File: config.mk
export PLATFORM = sky130hd
export DESIGN_NAME = compaction_segment_selector_core_flat
export DESIGN_NICKNAME = d
export VERILOG_FILES = /design/src/hdl/cssel_pkg.sv /design/src/hdl/cssel_if.sv /design/src/hdl/cssel_divider.sv /design/src/hdl/cssel_multiplier.sv /design/src/hdl/compaction_segment_selector_core.sv /design/src/flat_wrapper.sv
export SDC_FILE = /design/constraint.sdc
export NUM_CORES = 1
export LEC_CHECK = 0
export ABC_AREA = 1
export BUFFER_PORTS_ARGS = -buffer_cell sky130_fd_sc_hd__buf_4
export CORE_MARGIN = 2
export CORE_UTILIZATION = 50
export CTS_BUF_LIST = sky130_fd_sc_hd__clkbuf_4 sky130_fd_sc_hd__clkbuf_8 sky130_fd_sc_hd__clkbuf_16
export CTS_CLUSTER_SIZE = 12
export DETAILED_ROUTE_END_ITERATION = 7
export HOLD_SLACK_MARGIN = 0.08
export PLACE_DENSITY_LB_ADDON = 0.08
export SETUP_SLACK_MARGIN = 0.2
export SKIP_CTS_REPAIR_TIMING = 1
export SYNTH_ARGS = -nofsm -noshare
export SYNTH_HDL_FRONTEND = slang
export SYNTH_SLANG_ARGS = --single-unit
File: constraint.sdc
create_clock -name i_clk -period 6.5 [get_ports i_clk]
set_input_delay 0.975 -clock i_clk [delete_from_list [all_inputs] [get_ports i_clk]]
set_output_delay 0.975 -clock i_clk [all_outputs]
set_load 0.01 [all_outputs]
File: src/hdl/cssel_pkg.sv
// shared constants, field widths and types of the compaction segment selector
// no dependencies
package cssel_pkg;

    // field widths
    localparam int unsigned LIVE_W  = 24;
    localparam int unsigned ALLOC_W = 10;
    localparam int unsigned TOMB_W  = 24;
    localparam int unsigned AGE_W   = 32;
    localparam int unsigned IDX_W   = 10;
    localparam int unsigned SB_W    = 25;
    localparam int unsigned PCT_W   = 7;
    localparam int unsigned SCORE_W = TOMB_W + AGE_W;

    // configuration port
    localparam int unsigned CFG_IDX_W  = 1;
    localparam int unsigned CFG_DATA_W = SB_W;
    localparam logic [CFG_IDX_W-1:0] CFG_SEGLET_BYTES = 1'b0;
    localparam logic [CFG_IDX_W-1:0] CFG_MAX_PERCENT  = 1'b1;
    localparam logic [SB_W-1:0]  SB_RESET  = SB_W'(65536);
    localparam logic [PCT_W-1:0] PCT_RESET = PCT_W'(98);

    // needed seglets arithmetic
    localparam int unsigned PCT_SCALE = 100;
    localparam int unsigned SUM_W     = SB_W + 1;
    localparam int unsigned NUM_W     = SUM_W + 7;
    localparam int unsigned DIV_STEPS = NUM_W;
    localparam int unsigned MUL_STEPS = AGE_W;
    localparam int unsigned CNT_W     = $clog2(DIV_STEPS + 1);

    localparam int unsigned DEF_MAX_CANDIDATES = 1024;

    // sequencing strobes from the top level to the serial units
    typedef struct packed {
        logic load;
        logic step_div;
        logic step_mul;
    } t_seq_ctl;

    typedef enum logic [2:0] {
        ST_IDLE = 3'b001,
        ST_CALC = 3'b010,
        ST_EVAL = 3'b100
    } t_state;

endpackage

File: src/hdl/cssel_if.sv
// valid/ready channel interfaces: candidate input, result output, config writes
// depends on cssel_pkg
interface cssel_in_if;
    import cssel_pkg::*;
    logic               valid;
    logic               ready;
    logic [LIVE_W-1:0]  live_bytes;
    logic [ALLOC_W-1:0] seglets_allocated;
    logic [TOMB_W-1:0]  tombstone_count;
    logic [AGE_W-1:0]   compaction_age;
    logic               last_candidate;

    modport source (
        output valid, live_bytes, seglets_allocated, tombstone_count,
               compaction_age, last_candidate,
        input  ready
    );
    modport sink (
        input  valid, live_bytes, seglets_allocated, tombstone_count,
               compaction_age, last_candidate,
        output ready
    );
endinterface

interface cssel_out_if;
    import cssel_pkg::*;
    logic               valid;
    logic               ready;
    logic               found;
    logic [IDX_W-1:0]   chosen_index;
    logic [ALLOC_W-1:0] freeable_seglets;
    logic               by_tombstones;

    modport source (
        output valid, found, chosen_index, freeable_seglets, by_tombstones,
        input  ready
    );
    modport sink (
        input  valid, found, chosen_index, freeable_seglets, by_tombstones,
        output ready
    );
endinterface

interface cssel_cfg_if;
    import cssel_pkg::*;
    logic                  valid;
    logic                  ready;
    logic [CFG_IDX_W-1:0]  index;
    logic [CFG_DATA_W-1:0] data;

    modport source (output valid, index, data, input ready);
    modport sink (input valid, index, data, output ready);
endinterface

File: src/hdl/cssel_divider.sv
// bit-serial chained divider: needed = (100*(live+sb-1)/sb)/pct
// the first quotient bit stream feeds the second divider msb first; depends on cssel_pkg
module cssel_divider (
    input  logic                         i_clk,
    input  cssel_pkg::t_seq_ctl          i_ctl,
    input  logic [cssel_pkg::LIVE_W-1:0] i_live,
    input  logic [cssel_pkg::SB_W-1:0]   i_sb,
    input  logic [cssel_pkg::PCT_W-1:0]  i_pct,
    output logic [cssel_pkg::ALLOC_W-1:0] o_need,
    output logic                         o_need_ovf
);
    import cssel_pkg::*;

    logic [NUM_W-1:0]   r_num, n_num;
    logic [SB_W-1:0]    r_rem1, n_rem1;
    logic [PCT_W-1:0]   r_rem2, n_rem2;
    logic [ALLOC_W-1:0] r_need, n_need;
    logic               r_ovf, n_ovf;

    logic [SUM_W-1:0]   w_sum;
    logic [SB_W:0]      w_t1;
    logic [SB_W:0]      w_d1;
    logic               w_q1;
    logic [PCT_W:0]     w_t2;
    logic [PCT_W:0]     w_d2;
    logic               w_q2;

    always_comb begin
        w_sum = SUM_W'(i_live) + SUM_W'(i_sb) - SUM_W'(1);
        // stage one: remainder stays below sb
        w_t1  = {r_rem1, r_num[NUM_W-1]};
        w_d1  = w_t1 - {1'b0, i_sb};
        w_q1  = (w_t1 >= {1'b0, i_sb});
        // stage two consumes the quotient bit of stage one
        w_t2  = {r_rem2, w_q1};
        w_d2  = w_t2 - {1'b0, i_pct};
        w_q2  = (w_t2 >= {1'b0, i_pct});

        n_num  = r_num;
        n_rem1 = r_rem1;
        n_rem2 = r_rem2;
        n_need = r_need;
        n_ovf  = r_ovf;
        if (i_ctl.load) begin
            n_num  = NUM_W'(w_sum) * NUM_W'(PCT_SCALE);
            n_rem1 = '0;
            n_rem2 = '0;
            n_need = '0;
            n_ovf  = 1'b0;
        end else if (i_ctl.step_div) begin
            n_num  = {r_num[NUM_W-2:0], 1'b0};
            n_rem1 = w_q1 ? w_d1[SB_W-1:0] : w_t1[SB_W-1:0];
            n_rem2 = w_q2 ? w_d2[PCT_W-1:0] : w_t2[PCT_W-1:0];
            // anything beyond ten bits can never be below the allocation
            n_ovf  = r_ovf | r_need[ALLOC_W-1];
            n_need = {r_need[ALLOC_W-2:0], w_q2};
        end
    end

    always_ff @(posedge i_clk) begin
        r_num  <= n_num;
        r_rem1 <= n_rem1;
        r_rem2 <= n_rem2;
        r_need <= n_need;
        r_ovf  <= n_ovf;
    end

    assign o_need     = r_need;
    assign o_need_ovf = r_ovf;

endmodule

File: src/hdl/cssel_multiplier.sv
// shift-add multiplier, one age bit per cycle lsb first while step_mul is high: score = tombstones * age
// depends on cssel_pkg
module cssel_multiplier (
    input  logic                          i_clk,
    input  cssel_pkg::t_seq_ctl           i_ctl,
    input  logic [cssel_pkg::TOMB_W-1:0]  i_tombs,
    input  logic [cssel_pkg::AGE_W-1:0]   i_age,
    output logic [cssel_pkg::SCORE_W-1:0] o_score
);
    import cssel_pkg::*;

    logic [TOMB_W-1:0] r_mcand, n_mcand;
    logic [TOMB_W-1:0] r_hi, n_hi;
    logic [AGE_W-1:0]  r_lo, n_lo;
    logic [TOMB_W:0]   w_sum;

    always_comb begin
        w_sum   = {1'b0, r_hi} + (r_lo[0] ? {1'b0, r_mcand} : '0);
        n_mcand = r_mcand;
        n_hi    = r_hi;
        n_lo    = r_lo;
        if (i_ctl.load) begin
            n_mcand = i_tombs;
            n_hi    = '0;
            n_lo    = i_age;
        end else if (i_ctl.step_mul) begin
            n_hi = w_sum[TOMB_W:1];
            n_lo = {w_sum[0], r_lo[AGE_W-1:1]};
        end
    end

    always_ff @(posedge i_clk) begin
        r_mcand <= n_mcand;
        r_hi    <= n_hi;
        r_lo    <= n_lo;
    end

    assign o_score = {r_hi, r_lo};

endmodule

File: src/hdl/compaction_segment_selector_core.sv
// compaction segment selector top level: sequencer, winner registers, result register
// depends on cssel_pkg, cssel_if, cssel_divider, cssel_multiplier
//
// usage:
//   i_cfg  writes seglet_bytes (index 0) and max_cleanable_percent (index 1);
//          always ready, write only while no candidate is in flight
//   i_in   one beat per candidate segment; last_candidate closes the list
//   o_out  one beat per list, after the beat marked last: primary winner and
//          its freeable seglets, else tombstone fallback winner, else not found
// timing:
//   a candidate beat goes through the accept cycle, then the
//   chained bit-serial divider (one numerator bit per cycle through both
//   divisions, the shift-add multiplier finishing its 32 steps alongside),
//   then the compare against the running winners
//   candidates beyond MAX_CANDIDATES are not compared and skip the divider
//   the result beat appears the cycle after the compare of the last beat
// reset:
//   synchronous; registers return to 65536 and 98, the list is empty
// stall:
//   the result sits in an output register while new candidates are taken;
//   only a second result finding that register still full holds the block
module compaction_segment_selector_core #(
    parameter int unsigned MAX_CANDIDATES = cssel_pkg::DEF_MAX_CANDIDATES
) (
    input  logic         i_clk,
    input  logic         i_rst_n,
    cssel_cfg_if.sink    i_cfg,
    cssel_in_if.sink     i_in,
    cssel_out_if.source  o_out
);
    import cssel_pkg::*;

    localparam int unsigned POS_W = $clog2(MAX_CANDIDATES + 1);
    localparam int unsigned EXT_W = POS_W + IDX_W;

    t_state               r_state, n_state;
    logic [CNT_W-1:0]     r_cnt, n_cnt;
    logic                 r_cmp_en, n_cmp_en;
    logic                 r_last, n_last;
    logic [ALLOC_W-1:0]   r_alloc, n_alloc;

    logic [SB_W-1:0]      r_sb;
    logic [PCT_W-1:0]     r_pct;

    logic [POS_W-1:0]     r_pos, n_pos;
    logic                 r_p_valid, n_p_valid;
    logic [IDX_W-1:0]     r_p_index, n_p_index;
    logic [ALLOC_W-1:0]   r_p_delta, n_p_delta;
    logic                 r_f_valid, n_f_valid;
    logic [IDX_W-1:0]     r_f_index, n_f_index;
    logic [SCORE_W-1:0]   r_f_score, n_f_score;

    logic                 r_out_valid, n_out_valid;
    logic                 r_found, n_found;
    logic [IDX_W-1:0]     r_idx, n_idx;
    logic [ALLOC_W-1:0]   r_free, n_free;
    logic                 r_by_tomb, n_by_tomb;

    t_seq_ctl             w_ctl;
    logic                 w_accept;
    logic                 w_in_range;
    logic [SB_W-1:0]      w_sb_eff;
    logic [PCT_W-1:0]     w_pct_eff;
    logic [ALLOC_W-1:0]   w_need;
    logic                 w_need_ovf;
    logic [SCORE_W-1:0]   w_score;
    logic [ALLOC_W-1:0]   w_delta;
    logic                 w_fits;
    logic                 w_p_upd;
    logic                 w_f_upd;
    logic                 w_hold;
    logic [EXT_W-1:0]     w_pos_ext;
    logic [IDX_W-1:0]     w_pos_idx;

    // configuration registers
    assign i_cfg.ready = 1'b1;

    always_ff @(posedge i_clk) begin
        if (!i_rst_n) begin
            r_sb  <= SB_RESET;
            r_pct <= PCT_RESET;
        end else if (i_cfg.valid) begin
            case (i_cfg.index)
                CFG_SEGLET_BYTES: r_sb  <= i_cfg.data[SB_W-1:0];
                CFG_MAX_PERCENT:  r_pct <= i_cfg.data[PCT_W-1:0];
                default: ;
            endcase
        end
    end

    // zero values behave as one
    assign w_sb_eff  = (r_sb == '0) ? SB_W'(1) : r_sb;
    assign w_pct_eff = (r_pct == '0) ? PCT_W'(1) : r_pct;

    assign i_in.ready = (r_state == ST_IDLE);
    assign w_accept   = i_in.valid && i_in.ready;
    assign w_in_range = (r_pos < POS_W'(MAX_CANDIDATES));

    assign w_ctl.load     = w_accept && w_in_range;
    assign w_ctl.step_div = (r_state == ST_CALC);
    assign w_ctl.step_mul = (r_state == ST_CALC) && (r_cnt < CNT_W'(MUL_STEPS));

    cssel_divider u_div (
        .i_clk      (i_clk),
        .i_ctl      (w_ctl),
        .i_live     (i_in.live_bytes),
        .i_sb       (w_sb_eff),
        .i_pct      (w_pct_eff),
        .o_need     (w_need),
        .o_need_ovf (w_need_ovf)
    );

    cssel_multiplier u_mul (
        .i_clk   (i_clk),
        .i_ctl   (w_ctl),
        .i_tombs (i_in.tombstone_count),
        .i_age   (i_in.compaction_age),
        .o_score (w_score)
    );

    assign w_pos_ext = EXT_W'(r_pos);
    assign w_pos_idx = w_pos_ext[IDX_W-1:0];

    always_comb begin
        w_fits  = !w_need_ovf && (w_need < r_alloc);
        w_delta = r_alloc - w_need;
        w_p_upd = r_cmp_en && w_fits && (w_delta > r_p_delta);
        w_f_upd = r_cmp_en && (w_score > r_f_score);
        // a second result may not overwrite one still waiting
        w_hold  = r_last && r_out_valid && !o_out.ready;

        n_state     = r_state;
        n_cnt       = r_cnt;
        n_cmp_en    = r_cmp_en;
        n_last      = r_last;
        n_alloc     = r_alloc;
        n_pos       = r_pos;
        n_p_valid   = r_p_valid;
        n_p_index   = r_p_index;
        n_p_delta   = r_p_delta;
        n_f_valid   = r_f_valid;
        n_f_index   = r_f_index;
        n_f_score   = r_f_score;
        n_out_valid = r_out_valid && !o_out.ready;
        n_found     = r_found;
        n_idx       = r_idx;
        n_free      = r_free;
        n_by_tomb   = r_by_tomb;

        case (r_state)
            ST_IDLE: begin
                if (w_accept) begin
                    n_cmp_en = w_in_range;
                    n_last   = i_in.last_candidate;
                    n_alloc  = i_in.seglets_allocated;
                    n_cnt    = '0;
                    n_state  = w_in_range ? ST_CALC : ST_EVAL;
                end
            end
            ST_CALC: begin
                n_cnt = r_cnt + CNT_W'(1);
                if (r_cnt == CNT_W'(DIV_STEPS - 1)) begin
                    n_state = ST_EVAL;
                end
            end
            ST_EVAL: begin
                if (!w_hold) begin
                    if (w_p_upd) begin
                        n_p_valid = 1'b1;
                        n_p_index = w_pos_idx;
                        n_p_delta = w_delta;
                    end
                    if (w_f_upd) begin
                        n_f_valid = 1'b1;
                        n_f_index = w_pos_idx;
                        n_f_score = w_score;
                    end
                    if (r_cmp_en) begin
                        n_pos = r_pos + POS_W'(1);
                    end
                    if (r_last) begin
                        n_out_valid = 1'b1;
                        n_found     = n_p_valid || n_f_valid;
                        n_by_tomb   = !n_p_valid && n_f_valid;
                        n_idx       = n_p_valid ? n_p_index :
                                      (n_f_valid ? n_f_index : '0);
                        n_free      = n_p_valid ? n_p_delta : '0;
                        // start a fresh list
                        n_pos       = '0;
                        n_p_valid   = 1'b0;
                        n_p_index   = '0;
                        n_p_delta   = '0;
                        n_f_valid   = 1'b0;
                        n_f_index   = '0;
                        n_f_score   = '0;
                    end
                    n_state = ST_IDLE;
                end
            end
            default: begin
                n_state = ST_IDLE;
            end
        endcase
    end

    always_ff @(posedge i_clk) begin
        if (!i_rst_n) begin
            r_state     <= ST_IDLE;
            r_cnt       <= '0;
            r_cmp_en    <= 1'b0;
            r_last      <= 1'b0;
            r_pos       <= '0;
            r_p_valid   <= 1'b0;
            r_p_index   <= '0;
            r_p_delta   <= '0;
            r_f_valid   <= 1'b0;
            r_f_index   <= '0;
            r_f_score   <= '0;
            r_out_valid <= 1'b0;
        end else begin
            r_state     <= n_state;
            r_cnt       <= n_cnt;
            r_cmp_en    <= n_cmp_en;
            r_last      <= n_last;
            r_pos       <= n_pos;
            r_p_valid   <= n_p_valid;
            r_p_index   <= n_p_index;
            r_p_delta   <= n_p_delta;
            r_f_valid   <= n_f_valid;
            r_f_index   <= n_f_index;
            r_f_score   <= n_f_score;
            r_out_valid <= n_out_valid;
        end
    end

    always_ff @(posedge i_clk) begin
        r_alloc   <= n_alloc;
        r_found   <= n_found;
        r_idx     <= n_idx;
        r_free    <= n_free;
        r_by_tomb <= n_by_tomb;
    end

    assign o_out.valid            = r_out_valid;
    assign o_out.found            = r_found;
    assign o_out.chosen_index     = r_idx;
    assign o_out.freeable_seglets = r_free;
    assign o_out.by_tombstones    = r_by_tomb;

    a_not_found_zero: assert property (@(posedge i_clk) disable iff (!i_rst_n)
        (o_out.valid && !o_out.found) |->
            (o_out.chosen_index == '0 && o_out.freeable_seglets == '0
             && !o_out.by_tombstones))
        else $error("not-found result carries nonzero fields");

    a_fallback_no_free: assert property (@(posedge i_clk) disable iff (!i_rst_n)
        (o_out.valid && o_out.by_tombstones) |->
            (o_out.found && o_out.freeable_seglets == '0))
        else $error("fallback result with freeable seglets");

    a_primary_delta: assert property (@(posedge i_clk) disable iff (!i_rst_n)
        r_p_valid |-> (r_p_delta != '0))
        else $error("primary winner without positive delta");

    a_calc_flow: assert property (@(posedge i_clk) disable iff (!i_rst_n)
        (r_state == ST_CALC) |=> (r_state == ST_CALC || r_state == ST_EVAL))
        else $error("serial computation left early");

endmodule
File: src/flat_wrapper.sv
// flat-port wrapper written by rule: the top's interface ports become plain ports
module compaction_segment_selector_core_flat import cssel_pkg::*;
#(
    parameter int unsigned MAX_CANDIDATES = cssel_pkg::DEF_MAX_CANDIDATES
)
  (i_clk, i_rst_n, i_cfg_valid, i_cfg_index, i_cfg_data, i_cfg_ready, i_in_valid, i_in_live_bytes, i_in_seglets_allocated, i_in_tombstone_count, i_in_compaction_age, i_in_last_candidate, i_in_ready, o_out_valid, o_out_found, o_out_chosen_index, o_out_freeable_seglets, o_out_by_tombstones, o_out_ready);
  cssel_cfg_if i_cfg_i ();
  cssel_in_if i_in_i ();
  cssel_out_if o_out_i ();
  input  logic i_clk;
  input  logic i_rst_n;
  input wire logic [$bits(i_cfg_i.valid)-1:0] i_cfg_valid;
  input wire logic [$bits(i_cfg_i.index)-1:0] i_cfg_index;
  input wire logic [$bits(i_cfg_i.data)-1:0] i_cfg_data;
  output wire logic [$bits(i_cfg_i.ready)-1:0] i_cfg_ready;
  input wire logic [$bits(i_in_i.valid)-1:0] i_in_valid;
  input wire logic [$bits(i_in_i.live_bytes)-1:0] i_in_live_bytes;
  input wire logic [$bits(i_in_i.seglets_allocated)-1:0] i_in_seglets_allocated;
  input wire logic [$bits(i_in_i.tombstone_count)-1:0] i_in_tombstone_count;
  input wire logic [$bits(i_in_i.compaction_age)-1:0] i_in_compaction_age;
  input wire logic [$bits(i_in_i.last_candidate)-1:0] i_in_last_candidate;
  output wire logic [$bits(i_in_i.ready)-1:0] i_in_ready;
  output wire logic [$bits(o_out_i.valid)-1:0] o_out_valid;
  output wire logic [$bits(o_out_i.found)-1:0] o_out_found;
  output wire logic [$bits(o_out_i.chosen_index)-1:0] o_out_chosen_index;
  output wire logic [$bits(o_out_i.freeable_seglets)-1:0] o_out_freeable_seglets;
  output wire logic [$bits(o_out_i.by_tombstones)-1:0] o_out_by_tombstones;
  input wire logic [$bits(o_out_i.ready)-1:0] o_out_ready;
  assign i_cfg_i.valid = i_cfg_valid;
  assign i_cfg_i.index = i_cfg_index;
  assign i_cfg_i.data = i_cfg_data;
  assign i_cfg_ready = i_cfg_i.ready;
  assign i_in_i.valid = i_in_valid;
  assign i_in_i.live_bytes = i_in_live_bytes;
  assign i_in_i.seglets_allocated = i_in_seglets_allocated;
  assign i_in_i.tombstone_count = i_in_tombstone_count;
  assign i_in_i.compaction_age = i_in_compaction_age;
  assign i_in_i.last_candidate = i_in_last_candidate;
  assign i_in_ready = i_in_i.ready;
  assign o_out_valid = o_out_i.valid;
  assign o_out_found = o_out_i.found;
  assign o_out_chosen_index = o_out_i.chosen_index;
  assign o_out_freeable_seglets = o_out_i.freeable_seglets;
  assign o_out_by_tombstones = o_out_i.by_tombstones;
  assign o_out_i.ready = o_out_ready;
  compaction_segment_selector_core #(.MAX_CANDIDATES(MAX_CANDIDATES)) u_core (.i_clk(i_clk), .i_rst_n(i_rst_n), .i_cfg(i_cfg_i), .i_in(i_in_i), .o_out(o_out_i));
endmodule
==> results.md <==
* CP Class: register to register
* Placer Congestion at 0.9216
* Ys async rst share at 0%
* Overflow after GRT at 0
* First-pass GRT wire length at approximately 100,000 um
* GRT busiest layer: met2
* Starting Density at between 50% and 60%
* Slew margin rel. at a little over a fifth
* VDD IR max at roughly 0.00062 V
* Reg2Reg Setup Slack at 0.55 ns
* H-Tree Level Count at 2
* Placed Area at 24,840 um^2
* Pwr per Cell Area at 430.6 nW/um^2
* Grt met1 use at around a third
* Nets at 3,722
* Slowest cell delay on critical path at 0.54 ns
* Static Leak at about 13 nW
* Netlist Area Pre-Place at around 23,000 um^2
* Fraction of layout cells with a size suffix above 1 at between 9 and 10%
* Worst reg2reg path endpoint: u_core.u_div.r_num[26]
* Largest net degree at the start of global routing at 97
* Skew-Pair Late Insertion Delay at about 0.57 ns
* Outcome: completed
* Startpoint class of the critical path: register
* Worst-Margin Slew at approximately 1.2 ns
* Crit. End Element: register
* Final antenna-violating net count at 0
* Critical Path RT at between 6 and 7 ns
* Max cap viols at 0
* # IOs at approximately 150
* CP arrival at 6.26 ns
* RSZ-0062 raised after global routing: true
* Initial antenna violation count at 0
* Area delta synth->final at 13.70%
* Final min period at a little under 6 ns
* Top post-synthesis cells by area: dfxtp_1 (18%), edfxtp_1 (15%), ha_1 (14%)
* Synthesized instance count at approximately 3,200
* Critical path peak fanout at 5
* Via count at 20,830
* Synthesized Nets at 3,598
* Chip Height at around 220 um
* Most used DFF post-synth: dfxtp_1
* Via-to-Cell Ratio at between 5 and 6
* Gr usage total at 25.68%
* FF-to-FF Start: u_core.r_sb[13]
* Setup TNS Final at 0 ns
* Full die area at 48,220 um^2
* Setup violators final at 0
* IO buf count at 145
* Clock Sinks at between 300 and 400
* Commonest non-fill, non-tap cell in the layout: nand2_1
* Pre-antenna DRT Iters at 5
* CP startpoint: u_core.r_sb[13]
* WL/cell at between 15 and 20 um
* Final wirelength at between 60,000 and 70,000 um
* Bufs on Longest Clock Path at 3
* Commonest non-fill, non-tap cells in the layout: nand2_1 (790), inv_1 (550), a21oi_1 (272)
* Met2 Usage GRT at about 44%
* Post-synth top area cell: dfxtp_1
* Critical Path Slowest Stage Cell: fa_1
* Post-synth EDFFs at 119
* GRT met3 Usage at ~3.9%
* Yosys Warn Count at 0
* DRT iter0 DRCs at about 1,400
* Post-Syn Area per Cell at 7.297 um^2
* Clock-pin slew on the worst setup and hold paths at 0.06 ns
* CP endpoint: u_core.u_div.r_num[26]
* Drt drc at 0
* Post-synth top area share at 18.09%
* Crit path top cell by count: inv_1
* Final hold vios at 0
* Clock skew at about 0.029 ns
* Register area share after synthesis at 33.46%
* Hold crit path type: register to register
* Worst R2R Path Depth at 28
* Max Freq at about 170 MHz
* Fin crit share at around 90%
* Max-slew violations at 0
* Number of synthesized register bits at approximately 330
* Post-route cell area at between 20,000 and 30,000 um^2
* Hpwl dp at 45,990 um
* FP Rows at 78
* Root Driver: clkbuf_16
* CTS tree: built
* Ant. Diodes at 0
* Fillcell total at roughly 4,400
* CORE AREA at roughly 46,000 um^2
* Synth unique cells at 57
* DIE WIDTH at ~220 um
* Number of global-route vias before repair at 20,230
* CTS Buf Count at 39
where the power goes:
group,internal (mW),switching (mW)
registers,2.41,0.0999
logic,2.48,4.16
clock network,1.32,0.906
total,6.21,5.16
worst max-delay path: cells and delay by family, from the launching register on:
family	cells	cell delay [ns]
flops	1	0.32
fa+ha+maj	7	2.21
xor+xnor	1	0.26
buf+inv	5	0.32
simple gates	6	1.14
compound gates	9	1.45
registers in the layout (all words and copies together) (netlist names), 6 cells and up:
signal                         flops
u_core.r_pos                      11
u_core.r_p_delta                  10
u_core.r_pct                       7
u_core.r_f_score                  56
u_core.o_out.freeable_seglets     10
u_core.r_cnt                       6
u_core.u_div.r_rem1               25
u_core.r_alloc                    10
u_core.o_out.chosen_index         10
u_core.u_div.o_need               10
u_core.r_f_index                  10
u_core.u_div.r_rem2                7
u_core.u_div.r_num                31
u_core.r_p_index                  10
u_core.r_sb                       25
u_core.u_mul.r_mcand              24
u_core.u_mul.r_hi                 24
u_core.u_mul.r_lo                 32
how the worst min path moves through the flow:
stage,slack [ns],from,depth (start not counted),end
final,0.46,u_core.r_f_valid,2,u_core.r_f_valid
after floorplan,0.43,u_core.u_div.o_need[9],2,u_core.u_div.o_need[9]
after global routing,0.48,u_core.r_f_index[5],2,u_core.r_f_index[5]
after global placement,0.45,u_core.r_f_valid,2,u_core.r_f_valid
after detailed placement,0.46,u_core.r_f_index[6],2,u_core.r_f_index[6]
after CTS,0.46,u_core.r_f_valid,2,u_core.r_f_valid
cell type report:
type,instances,area [um^2],share of cell area (%)
Multi-Input combinational cell,2199,13130,49.68
Sequential cell,329,7777,29.43
Inverter,562,2112,7.993
Timing Repair Buffer,178,1336,5.057
Clock buffer,60,1201,4.546
Tap cell,600,750.7,2.841
Clock inverter,11,117.6,0.4451
per-stage QoR:
stage	instances	hold WS (ns)	setup WS [ns]	power, mW	utilization [%]
CTS	3931	0.4645	0.1617	11.05	57.27
global placement	3860	0.4478	0.2585	8.736	54.38
finish	3939	0.4640	0.5478	11.38	57.85
global route	3939	0.4766	0.2058	12.45	57.85
detailed placement	3860	0.4554	0.1402	8.755	54.38
floorplan	3185	0.4337	0.8040	7.085	-
Yosys cell counts (3+ instances only):
| master | number |
|---|---|
| a21oi_1 | 281 |
| o211ai_1 | 11 |
| buf_2 | 19 |
| inv_2 | 8 |
| a211oi_1 | 8 |
| a31oi_1 | 8 |
| ha_1 | 265 |
| nor3_1 | 33 |
| a21boi_0 | 4 |
| xor2_1 | 50 |
| nor2_1 | 165 |
| a31o_2 | 3 |
| inv_1 | 551 |
| nand3_1 | 201 |
| or2_2 | 11 |
| nand3b_1 | 10 |
| clkbuf_1 | 57 |
| buf_6 | 3 |
| edfxtp_1 | 119 |
| nand2_1 | 796 |
| a21o_1 | 16 |
| buf_1 | 4 |
| o21ai_0 | 138 |
| o21ai_1 | 24 |
| o21bai_1 | 19 |
| xnor2_1 | 30 |
| nand4_1 | 42 |
| o21a_1 | 6 |
| a221oi_1 | 3 |
| buf_4 | 10 |
| fa_1 | 26 |
| dfxtp_1 | 210 |
| nor4_1 | 12 |
| a22oi_1 | 9 |
routing by layer:
metal / share of wire (%) / routed length [um]
met5: 0 / 0
met4: 2.3 / 1403
met3: 5.1 / 3172
met2: 47 / 28970
met1: 46 / 28150
logic make-up (layout without fill, tap and decap cells):
kind of cell / Yosys count / after routing / synth area share (%)
buf+inv: 657 / 811 / 10.99
compound gates: 541 / 541 / 12.75
other cells: 1 / 1 / 0.01614
simple gates: 1286 / 1286 / 23.25
flops: 329 / 329 / 33.46
xor+xnor: 80 / 80 / 3.015
fa+ha+maj: 291 / 291 / 16.51
No activity file was read; power rests on OpenSTA's default activity.
